## src/sv/dfe_pkg.sv

```systemverilog
// Package for the delimited field extractor: shared types, codes and defaults.
// No dependencies; used by every module of the block.
`default_nettype none

package dfe_pkg;

    // Default window depth in bytes
    localparam int PATTERN_MAX_BYTES_DEF = 8;

    // Widths fixed by the register and field formats
    localparam int PAT_W     = 64;
    localparam int LEN_REG_W = 4;
    localparam int CNT_W     = 16;
    localparam int CFG_IDX_W = 2;

    typedef enum logic [CFG_IDX_W-1:0] {
        CFG_HEAD_PATTERN = 2'd0,
        CFG_HEAD_LENGTH  = 2'd1,
        CFG_TAIL_PATTERN = 2'd2,
        CFG_TAIL_LENGTH  = 2'd3
    } t_cfg_index;

    typedef enum logic [1:0] {
        ST_FOUND   = 2'd0,
        ST_NO_HEAD = 2'd1,
        ST_NO_TAIL = 2'd2
    } t_status;

    typedef enum logic [2:0] {
        PH_HEAD = 3'b001,
        PH_TAIL = 3'b010,
        PH_SKIP = 3'b100
    } t_phase;

    typedef struct packed {
        logic             is_done;
        logic [7:0]       content_byte;
        t_status          find_status;
        logic [CNT_W-1:0] content_length;
    } t_result;

endpackage

`default_nettype wire

```

## src/sv/dfe_window_match.sv

```systemverilog
// Delimiter compare of the byte window against one configured pattern.
// Depends on dfe_pkg.
`default_nettype none

module dfe_window_match #(
    parameter int PATTERN_MAX_BYTES = dfe_pkg::PATTERN_MAX_BYTES_DEF,
    localparam int LW = $clog2(PATTERN_MAX_BYTES + 1)
) (
    input  wire logic [PATTERN_MAX_BYTES-1:0][7:0] i_window, // [0] is newest
    input  wire logic [LW-1:0]                     i_fill,
    input  wire logic [dfe_pkg::PAT_W-1:0]         i_pattern,
    input  wire logic [LW-1:0]                     i_len,    // effective, 1..max
    output logic                                   o_match
);

    always_comb begin
        logic [dfe_pkg::PAT_W-1:0] v_sh;
        int                        v_k;
        o_match = (i_fill >= i_len);
        for (int j = 0; j < PATTERN_MAX_BYTES; j++) begin
            // oldest in-use byte meets pattern byte 0; bytes past the eighth are zero
            v_k  = int'(i_len) - 1 - j;
            v_sh = i_pattern >> (8 * v_k);
            if ((j < int'(i_len)) && (i_window[j] != v_sh[7:0])) begin
                o_match = 1'b0;
            end
        end
    end

endmodule

`default_nettype wire

```

## src/sv/dfe_out_queue.sv

```systemverilog
// Three-entry result queue feeding the output stream; takes up to two results a cycle.
// Depends on dfe_pkg.
`default_nettype none

module dfe_out_queue (
    input  wire logic             i_clk,
    input  wire logic             i_rst_n,
    input  wire logic [1:0]       i_push_cnt,  // 0..2, only when o_room
    input  wire dfe_pkg::t_result i_res0,
    input  wire dfe_pkg::t_result i_res1,
    output logic                  o_room,      // two free places after this pop
    output logic                  o_valid,
    input  wire logic             i_ready,
    output dfe_pkg::t_result      o_data
);

    dfe_pkg::t_result r_q [3];
    dfe_pkg::t_result n_q [3];
    logic [1:0]       r_cnt;
    logic [1:0]       n_cnt;
    logic             w_pop;
    logic [1:0]       w_base;

    assign o_valid = (r_cnt != 2'd0);
    assign o_data  = r_q[0];
    assign w_pop   = o_valid && i_ready;
    assign w_base  = r_cnt - {1'b0, w_pop};
    assign o_room  = (w_base <= 2'd1);

    always_comb begin
        for (int i = 0; i < 3; i++) begin
            n_q[i] = (w_pop && i < 2) ? r_q[(i < 2) ? i + 1 : i] : r_q[i];
            if ((i_push_cnt != 2'd0) && (w_base == 2'(i))) begin
                n_q[i] = i_res0;
            end
            if ((i_push_cnt == 2'd2) && (w_base + 2'd1 == 2'(i))) begin
                n_q[i] = i_res1;
            end
        end
        n_cnt = w_base + i_push_cnt;
    end

    always_ff @(posedge i_clk) begin
        if (!i_rst_n) begin
            r_cnt <= 2'd0;
        end else begin
            r_cnt <= n_cnt;
        end
        for (int i = 0; i < 3; i++) begin
            r_q[i] <= n_q[i];
        end
    end

endmodule

`default_nettype wire

```

## src/sv/delimited_field_extractor_core.sv

```systemverilog
// Top level of the delimited field extractor: input stage, search state, result queue.
// Depends on dfe_pkg, dfe_window_match and dfe_out_queue.
//
// Usage
//   Message bytes arrive on the s_axis channel, one byte per beat, tlast on
//   the final byte of a message. Results leave on m_axis: tuser=0 beats carry
//   tentative content bytes, a tuser=1 beat carries the status and length and
//   ends the run. On a failure status the receiver drops that run's bytes.
//   Registers are written through the cfg channel (always ready) while idle.
// Throughput and flow
//   One byte per cycle, back to back, while the result queue has room. A byte is
//   registered at accept and its results go from that register into the queue,
//   which drives m_axis. A byte with both a content beat and the status beat
//   sends them as consecutive beats; with a ready receiver nothing stalls.
// Stalls and reset
//   A three-entry result queue sits before m_axis; the input stage only
//   processes a byte when two places are free after this cycle's pop, so a
//   stalled receiver holds s_axis_tready low once two beats wait there.
//   Nothing is lost. Reset (synchronous, active low) empties the queue, returns
//   the search to the head phase and loads the register defaults (lengths 1).
`default_nettype none

module delimited_field_extractor_core #(
    parameter int PATTERN_MAX_BYTES = dfe_pkg::PATTERN_MAX_BYTES_DEF
) (
    input  wire logic                          i_clk,
    input  wire logic                          i_rst_n,
    // input byte stream
    input  wire logic                          s_axis_tvalid,
    output logic                               s_axis_tready,
    input  wire logic [7:0]                    s_axis_tdata,  // [7:0] message_byte
    input  wire logic                          s_axis_tlast,  // final_byte
    // result stream
    output logic                               m_axis_tvalid,
    input  wire logic                          m_axis_tready,
    output logic [31:0]                        m_axis_tdata,  // [7:0] content_byte,
                                                              // [9:8] find_status,
                                                              // [25:10] content_length
    output logic                               m_axis_tuser,  // is_done
    // register writes
    input  wire logic                          i_cfg_valid,
    output logic                               o_cfg_ready,
    input  wire logic [dfe_pkg::CFG_IDX_W-1:0] i_cfg_index,
    input  wire logic [dfe_pkg::PAT_W-1:0]     i_cfg_data
);

    localparam int P  = PATTERN_MAX_BYTES;
    localparam int LW = $clog2(P + 1);
    localparam int IW = (P > 1) ? $clog2(P) : 1;
    localparam logic [dfe_pkg::CNT_W-1:0] CNT_MAX = '1;

    // ---------------- configuration registers ----------------
    logic [dfe_pkg::PAT_W-1:0]     r_head_pat;
    logic [dfe_pkg::LEN_REG_W-1:0] r_head_size;
    logic [dfe_pkg::PAT_W-1:0]     r_tail_pat;
    logic [dfe_pkg::LEN_REG_W-1:0] r_tail_size;

    assign o_cfg_ready = 1'b1;

    always_ff @(posedge i_clk) begin
        if (!i_rst_n) begin
            r_head_pat  <= '0;
            r_head_size <= dfe_pkg::LEN_REG_W'(1);
            r_tail_pat  <= '0;
            r_tail_size <= dfe_pkg::LEN_REG_W'(1);
        end else if (i_cfg_valid) begin
            unique case (dfe_pkg::t_cfg_index'(i_cfg_index))
                dfe_pkg::CFG_HEAD_PATTERN: r_head_pat  <= i_cfg_data;
                dfe_pkg::CFG_HEAD_LENGTH:  r_head_size <= i_cfg_data[dfe_pkg::LEN_REG_W-1:0];
                dfe_pkg::CFG_TAIL_PATTERN: r_tail_pat  <= i_cfg_data;
                dfe_pkg::CFG_TAIL_LENGTH:  r_tail_size <= i_cfg_data[dfe_pkg::LEN_REG_W-1:0];
                default: ;
            endcase
        end
    end

    // Effective lengths: zero acts as one, anything above the depth as the depth
    function automatic logic [LW-1:0] eff_len(input logic [dfe_pkg::LEN_REG_W-1:0] v);
        logic [LW-1:0] l;
        if (v == '0) begin
            l = LW'(1);
        end else if (int'(v) > P) begin
            l = LW'(P);
        end else begin
            l = LW'(v);
        end
        return l;
    endfunction

    logic [LW-1:0] w_hl;
    logic [LW-1:0] w_tl;
    logic [IW-1:0] w_tl_idx;

    assign w_hl     = eff_len(r_head_size);
    assign w_tl     = eff_len(r_tail_size);
    assign w_tl_idx = IW'(w_tl - LW'(1));

    // ---------------- input register ----------------
    logic       r_in_valid;
    logic [7:0] r_in_byte;
    logic       r_in_fin;
    logic       w_room;
    logic       w_fire;

    assign w_fire        = r_in_valid && w_room;
    assign s_axis_tready = !r_in_valid || w_fire;

    always_ff @(posedge i_clk) begin
        if (!i_rst_n) begin
            r_in_valid <= 1'b0;
        end else if (s_axis_tready) begin
            r_in_valid <= s_axis_tvalid;
        end
        if (s_axis_tready && s_axis_tvalid) begin
            r_in_byte <= s_axis_tdata[7:0];
            r_in_fin  <= s_axis_tlast;
        end
    end

    // ---------------- search state ----------------
    dfe_pkg::t_phase         r_phase, n_phase;
    logic [P-1:0][7:0]       r_win, n_win;   // [0] newest; payload, no reset
    logic [LW-1:0]           r_fill, n_fill; // bytes seen in this phase, saturating
    logic [dfe_pkg::CNT_W-1:0] r_len, n_len;

    logic [P-1:0][7:0] w_win_sh;
    logic [LW-1:0]     w_fill_inc;
    logic              w_head_hit;
    logic              w_tail_hit;

    always_comb begin
        w_win_sh[0] = r_in_byte;
        for (int i = 1; i < P; i++) begin
            w_win_sh[i] = r_win[i-1];
        end
    end

    assign w_fill_inc = (r_fill == LW'(P)) ? r_fill : r_fill + LW'(1);

    // Both compares look at the window with the current byte already in
    dfe_window_match #(.PATTERN_MAX_BYTES(P)) u_head_match (
        .i_window  (w_win_sh),
        .i_fill    (w_fill_inc),
        .i_pattern (r_head_pat),
        .i_len     (w_hl),
        .o_match   (w_head_hit)
    );

    dfe_window_match #(.PATTERN_MAX_BYTES(P)) u_tail_match (
        .i_window  (w_win_sh),
        .i_fill    (w_fill_inc),
        .i_pattern (r_tail_pat),
        .i_len     (w_tl),
        .o_match   (w_tail_hit)
    );

    // ---------------- per-byte step ----------------
    dfe_pkg::t_result w_res0;
    dfe_pkg::t_result w_res1;
    logic [1:0]       w_nres;

    always_comb begin
        dfe_pkg::t_result          v_r;
        logic [dfe_pkg::CNT_W-1:0] v_len;
        n_phase = r_phase;
        n_win   = r_win;
        n_fill  = r_fill;
        n_len   = r_len;
        w_res0  = '0;
        w_res1  = '0;
        w_nres  = 2'd0;
        v_r     = '0;
        v_len   = r_len;

        unique case (r_phase)
            dfe_pkg::PH_HEAD: begin
                n_win  = w_win_sh;
                n_fill = w_fill_inc;
                if (w_head_hit) begin
                    n_phase = dfe_pkg::PH_TAIL;
                    n_fill  = '0;
                    n_len   = '0;
                    if (r_in_fin) begin
                        // head ends on the last byte: no room left for a tail
                        w_res0             = '0;
                        w_res0.is_done     = 1'b1;
                        w_res0.find_status = dfe_pkg::ST_NO_TAIL;
                        w_nres             = 2'd1;
                    end
                end else if (r_in_fin) begin
                    w_res0             = '0;
                    w_res0.is_done     = 1'b1;
                    w_res0.find_status = dfe_pkg::ST_NO_HEAD;
                    w_nres             = 2'd1;
                end
            end
            dfe_pkg::PH_TAIL: begin
                // content is held back by the tail length, so tail bytes never leave
                if (r_fill >= w_tl) begin
                    w_res0              = '0;
                    w_res0.content_byte = r_win[w_tl_idx];
                    w_nres              = 2'd1;
                    if (r_len != CNT_MAX) begin
                        v_len = r_len + dfe_pkg::CNT_W'(1);
                    end
                end
                n_len  = v_len;
                n_win  = w_win_sh;
                n_fill = w_fill_inc;
                v_r    = '0;
                v_r.is_done = 1'b1;
                if (w_tail_hit) begin
                    v_r.find_status    = dfe_pkg::ST_FOUND;
                    v_r.content_length = v_len;
                    n_phase            = dfe_pkg::PH_SKIP;
                end else begin
                    v_r.find_status    = dfe_pkg::ST_NO_TAIL;
                end
                if (w_tail_hit || r_in_fin) begin
                    if (w_nres == 2'd0) begin
                        w_res0 = v_r;
                    end else begin
                        w_res1 = v_r;
                    end
                    w_nres = w_nres + 2'd1;
                end
            end
            dfe_pkg::PH_SKIP: begin
                // bytes after the tail: nothing until the end of the message
            end
            default: begin
                n_phase = dfe_pkg::PH_HEAD;
            end
        endcase

        if (r_in_fin) begin
            n_phase = dfe_pkg::PH_HEAD;
            n_fill  = '0;
            n_len   = '0;
        end
    end

    always_ff @(posedge i_clk) begin
        if (!i_rst_n) begin
            r_phase <= dfe_pkg::PH_HEAD;
            r_fill  <= '0;
            r_len   <= '0;
        end else if (w_fire) begin
            r_phase <= n_phase;
            r_fill  <= n_fill;
            r_len   <= n_len;
        end
        if (w_fire) begin
            r_win <= n_win;
        end
    end

    // ---------------- result queue and output packing ----------------
    dfe_pkg::t_result w_out;

    dfe_out_queue u_out_queue (
        .i_clk      (i_clk),
        .i_rst_n    (i_rst_n),
        .i_push_cnt (w_fire ? w_nres : 2'd0),
        .i_res0     (w_res0),
        .i_res1     (w_res1),
        .o_room     (w_room),
        .o_valid    (m_axis_tvalid),
        .i_ready    (m_axis_tready),
        .o_data     (w_out)
    );

    assign m_axis_tuser = w_out.is_done;
    assign m_axis_tdata = {6'd0, w_out.content_length, w_out.find_status, w_out.content_byte};

endmodule

`default_nettype wire

```

## config.mk

```make
export PLATFORM = sky130hd
export DESIGN_NAME = delimited_field_extractor_core
export DESIGN_NICKNAME = d
export VERILOG_FILES = /design/src/sv/dfe_pkg.sv /design/src/sv/dfe_window_match.sv /design/src/sv/dfe_out_queue.sv /design/src/sv/delimited_field_extractor_core.sv
export SDC_FILE = /design/constraint.sdc
export NUM_CORES = 1
export LEC_CHECK = 0
export ABC_CLOCK_PERIOD_IN_PS = 8540
export BUFFER_PORTS_ARGS = -buffer_cell sky130_fd_sc_hd__buf_2
export CAP_MARGIN = 20
export CORE_MARGIN = 5
export CORE_UTILIZATION = 45
export CTS_CLUSTER_DIAMETER = 30
export DETAILED_ROUTE_END_ITERATION = 10
export GPL_TIMING_DRIVEN = 0
export PLACE_DENSITY_LB_ADDON = 0.2
export SLEW_MARGIN = 20
export SYNTH_ARGS = -nofsm -noshare
export SYNTH_HDL_FRONTEND = slang
export SYNTH_HIERARCHICAL = 1
export SYNTH_SLANG_ARGS = --single-unit
```

## constraint.sdc

```tcl
create_clock -name i_clk -period 8.54 [get_ports i_clk]
set_input_delay 1.708 -clock i_clk [delete_from_list [all_inputs] [get_ports i_clk]]
set_output_delay 1.708 -clock i_clk [all_outputs]
set_load 0.01 [all_outputs]
```

# Word-level counts from Yosys, hierarchy flattened
# Memory sizes are Yosys's and may differ from the RTL's.
# Index checks and enable logic that the tools add are counted.
[totals]
reg_bits = 235
latch_bits = 0
ramBits = 81
romBits = 0
input_bits = 80
out_inout_bits = 36
mem_count = 1
[classes]
add_sub_neg = 23
n_mul = 0
div = 0
order_cmp = 23
eq_ne = 32
n_shift = 16
muxes = 61
bitwise_logic = 0
n_reduce_logical = 46
[mem_list]
columns = ["memory", "depth", "width", "read_ports", "rd_clocked_by_memory_dff", "write_ports", "line_no", "text"]
rows = [
  ["u_out_queue.r_q", 3, 27, 3, 0, 3, "dfe_out_queue.sv:17", "dfe_pkg::t_result r_q [3];"],
]
[op_table]
columns = ["op", "count"]
rows = [
  ["$shr A64 B32 Y8", 16],
  ["$mux W27", 16],
  ["$sub A29 B4 Y29 const B", 8],
  ["$ne A8 B8 Y1", 16],
  ["$sub A29 B3 Y29 const B", 4],
  ["$mux W16", 5],
  ["$sub A29 B2 Y29 const B", 2],
  ["$pmux W27 S2", 1],
  ["$lt A3 B4 Y1 const A", 8],
  ["$pmux W16 S2", 1],
  ["$mux W4", 7],
  ["$mux W26", 1],
  ["$logic_and A1 B1 Y1", 25],
  ["$bmux W8 S3", 1],
  ["$mux W1", 18],
  ["$add A16 B1 Y16 const B", 1],
  ["$lt A1 B4 Y1 const A", 4],
  ["$lt A2 B4 Y1 const A", 4],
  ["$ne A16 B16 Y1 const B", 1],
  ["$ge A4 B4 Y1", 3],
  ["$reduce_and A2 Y1", 6],
  ["$eq A2 B2 Y1 const B", 5],
  ["$sub A4 B1 Y5 const B", 2],
  ["$mux W3", 3],
  ["30 further kinds", 43],
]

# Longest topological paths before layout
[logic_depth]
ltp_word = 23
depth_mapped = 32
mapped_depth_nobuf = 24

# Hierarchy
# The synthesis kept the hierarchy.
[modules_own_cells]
columns = ["module", "n_inst", "cells_per_inst", "area_per_inst_um2", "seq_area_each_um2"]
rows = [
  ["delimited_field_extractor_core", 1, 1029, 10024.6, 5395.2],
  ["dfe_window_match (u_tail_match)", 1, 511, 4969.8, 0.0],
  ["dfe_out_queue", 1, 424, 4690.7, 2472.4],
  ["dfe_window_match (u_head_match)", 1, 496, 4595.7, 0.0],
]

# Worst setup path before layout
# No wires, ideal clock.
[synth_timing]
path_kind = "reg2reg"
startpoint = "reg, netlist name r_tail_size[1]"
endpoint = "mem u_out_queue/r_q[0][54] (netlist name) (enable)"
setup_time_ns = 0.449
t_arrival_ns = 8.921
path_slack_ns = -0.829
stages_incl_launch_ff = 29
n_path_buf = 7
cell_sequence = "dfxtp_1 > nor2_1 > nor2_1 > nor2_2 > buf_2 > buf_2 > clkinv_1 > ha_1 > buf_6 > buf_4 > buf_4 > inv_2 > ha_1 > buf_1 > mux4_2 > a221oi_1 > a2bb2oi_1 > o41ai_1 > and4b_1 > maj3_1 > nand2_1 > a211oi_2 > or2_2 > ha_1 > nand2_1 > a211oi_1 > o21ai_0 > clkbuf_1 > o21ai_0"
[synth_rtl]
columns = ["element", "line_no"]
rows = [
  ["to (decl)", "dfe_out_queue.sv:17"],
]

==> summary.txt <==
Run status
  • Status: finished, final reports clean

STA
  • Max Fclk: 120 MHz
  • Final WS setup: ~240 ps
  • Final period utilization: a little under 100%
  • Worst rel slew slack: between 10% and 20%
  • Hold violation count in the final report: 0
  • Worst Max-Slew Pin Slew: between 1000 and 1500 ps
  • Fin Clk Skew: approximately 35 ps
  • Final Hold Slack: 482 ps
  • RSZ-0062 raised after global routing: false
  • Setup-failing EPs final: 0
  • Tmin final: roughly 8300 ps
  • Max Slew Vio Count: 0

Placement
  • DP Area: 26,000 µm²
  • Cells after DPL: 3,308
  • Worst slack, placed: -1990 ps
  • Port bufs: 108
  • Post-detail-place hpwl: 76,600 µm
  • Routability-driven placement congestion ratio: roughly 1

Yosys
  • Synth Area in Adders: roughly 2.2%
  • Xor/xnor cell area share of the yosys netlist: 3.44%
  • Post-synthesis simple-gate area fraction: about 18%
  • Yosys top cell area share: 19.0%
  • Mux contribution to synthesized area: approximately 22%
  • Ranking of synthesized cells by area: edfxtp_1 (19%), dfxtp_1 (13%), mux4_2 (13%)
  • Synthesized area: ~24,000 µm²
  • Number of synthesized flops with an enable pin: between 150 and 200
  • Largest family of logic cells by synthesized area: multiplexers
  • Register area share after synthesis: about a third
  • FFs w/ async S/R, synth: 0%
  • Register bit total from synthesis: ~320
  • Synth warn: 6
  • Synth Instances: 2,460
  • Synth Area in Compound Gates: 16.5%
  • Post-synth top flop: dfxtp_1
  • Largest area contributor in the netlist: edfxtp_1
  • Number of distinct library cells after synthesis: between 100 and 150
  • Mean Syn Cell Area: 9.87 µm²

Floorplan
  • I/O pins: 116
  • Chip height: ~240 µm
  • Die X: 242 µm
  • Core ar.: ~54,000 µm²
  • FP Rows: 85
  • Die footprint: 58,700 µm²
  • Initial Utilization: a little under half

GRT
  • First-pass GRT wire length: roughly 140,000 µm
  • Initial antenna violation count: 1
  • Met1 track demand over resource: approximately two fifths
  • Grt peak-use layer: met2
  • GR Util met2: between 50% and 60%
  • Grt ovf: 0
  • Vias in the first global route: about 21,000
  • Pin count of the biggest net entering global routing: 27
  • GRT Overall Usage: a little under a third
  • Global-route met3 utilization: 7.45%

Finish
  • Net count reported at finish: 2,820
  • Ant. Diodes: 0
  • Final core utilization: between 50% and 60%
  • Synthesis-to-finish area growth: 19.0%
  • Ratio of cells with drive above 1 in the final layout: roughly 23%
  • Finished Cell Area: 28,900 µm²
  • Post-Layout Cell Count: 3,458

Clocking
  • Clk sinks: roughly 320
  • Root Driver: clkbuf_16
  • Htree depth: 3
  • Reg clk slew, reported paths: roughly 40 ps
  • Clock buffer depth: 3
  • TritonCTS clock tree: yes
  • Worst skew pair latency: around 610 ps
  • CTS buffer count: between 70 and 80

Route
  • Vias per std cell: approximately 6.4
  • DR vias: approximately 22,000
  • Post-route ant nets: 0
  • Total length of routed wires: between 90,000 and 100,000 µm
  • DR DRC count: 0
  • Drt first pass iters: 5
  • Post-DR wirelength/cell: 27.8 µm
  • DRT iter0 DRCs: ~2,100

Power and ir drop
  • Leak: 10.7 nW
  • Pwr Density: between 200 and 250 nW/µm²
  • Worst vdd ir: ~200 µV

Setup path
  • Most used cell, CP: buf_4
  • Worst EP arrival: about 8600 ps
  • CP Data Required Time: around 8900 ps
  • Crit Path Category: reg2reg
  • Setup crit end kind: flop
  • CP startpoint kind: flop
  • CP max stage delay: approximately 630 ps
  • CP max-delay cell: mux4_2
  • Maximum fanout along the worst path: 10

Job
  • MaxCap Viol Count: 0

Min path
  • Hold WC Path Type: reg2reg
-- cells by family (layout without fill, tap and decap cells) --
| group | count (synthesis) | after routing |
|---|---|---|
| AND/OR/NAND/NOR | 824 | 824 |
| AO/OA/AOI/OAI | 577 | 577 |
| multiplexers | 341 | 341 |
| flip-flops | 316 | 316 |
| buffers and inverters | 268 | 538 |
| XOR/XNOR | 89 | 89 |
| adder cells (fa/ha/maj) | 43 | 43 |
| other | 2 | 34 |
-- what timing repair did --
item,in CTS,in global routing
buffers inserted,3,6
pin swaps,2,2
endpoints found under the setup margin,164,62
resized for setup,14,14
hold buffers,0,0
-- final timing paths --
path	slack, ps	endpoint	startpoint	depth (start not counted)
max reg2reg	240	u_out_queue/r_q[0][35]	r_tail_size[3]	29
min	480	r_tail_size[0]	r_tail_size[0]	2
max	240	u_out_queue/r_q[0][35]	r_tail_size[3]	29
min reg2reg	480	r_tail_size[0]	r_tail_size[0]	2
-- sequential cells by signal, summed over array words and instances, names as in the netlist --
register and count:
r_fill 4, r_head_pat 64, r_head_size 4, r_in_byte 8, r_in_fin 1, r_in_valid 1, r_len 16, r_phase 3
r_tail_pat 64, r_tail_size 4, r_win 64, u_out_queue/r_cnt 2, u_out_queue/r_q 81
-- power breakdown --
part	total, mW	switching (mW)	internal (mW)
clock	3.02	0.993	2.03
combinational	1.64	1.01	0.624
sequential	2.11	0.247	1.86
total	6.77	2.25	4.51
-- layer usage --
layer | part of all wire [%] | vias up | wire length [µm]
met5 | 0.014 | - | 13
met4 | 5.7 | 2 | 5460
met3 | 8.9 | 263 | 8550
met2 | 47 | 1162 | 45200
met1 | 38 | 10900 | 36800
li1 | - | 9884 | -
-- Yosys cell counts (25+ instances only) --
cell / n
a31oi_1: 72
clkbuf_1: 97
nand4b_1: 33
and2_1: 25
mux4_2: 135
nand2_1: 358
buf_2: 47
nor3_1: 73
nand2b_1: 32
a21boi_0: 132
inv_1: 37
edfxtp_1: 154
dfxtp_1: 162
nor3b_1: 28
a21oi_1: 61
xor2_1: 60
xnor2_1: 25
o21ai_0: 93
a211oi_1: 36
nand3_1: 57
nor2b_1: 30
nor2_1: 49
ha_1: 42
mux2i_1: 143
buf_4: 48
mux2_2: 37
-- through the flow --
step | total power [mW] | setup TNS (ps)
2_1_floorplan | 3.08 | 0
3_3_place_gp | 3.66 | -443920
3_5_place_dp | 3.71 | -233340
4_1_cts | 6.76 | 0
5_1_grt | 7.00 | 0
6_report | 6.77 | 0
-- area by class of cell --
cell class | count | area [µm²]
clock buffer | 101 | 2140
multi-input combinational | 1908 | 15300
inverter | 43 | 171
tap | 696 | 871
buffer | 223 | 1230
timing repair buffer | 129 | 741
fill | 4796 | 24700
sequential | 316 | 7870
clock inverter | 42 | 578
-- layout by cell type (no fill, tap or decap), types with 27 or more instances in the layout --
| cell | count |
|---|---|
| a211oi_1 | 33 |
| a21boi_0 | 132 |
| a21oi_1 | 61 |
| a31oi_1 | 72 |
| buf_2 | 152 |
| buf_4 | 65 |
| clkbuf_1 | 107 |
| clkbuf_16 | 78 |
| conb_1 | 34 |
| dfxtp_1 | 162 |
| edfxtp_1 | 154 |
| ha_1 | 40 |
| inv_1 | 35 |
| mux2_2 | 37 |
| mux2i_1 | 140 |
| mux4_2 | 135 |
| nand2_1 | 358 |
| nand2b_1 | 32 |
| nand3_1 | 57 |
| nand4b_1 | 33 |
| nor2_1 | 48 |
| nor2b_1 | 30 |
| nor3_1 | 72 |
| nor3b_1 | 27 |
| o21ai_0 | 92 |
| xor2_1 | 59 |
-- worst max-delay path: cells and delay by family, from the launching register on --
kind	cells	cell delay, ps
AOI/OAI and AO/OA	7	1800
adders and majority gates	4	1520
buffers and inverters	12	2680
DFF	1	350
muxes	1	630
and+or+nand+nor	5	990
Power figures use the tool's default switching activity.
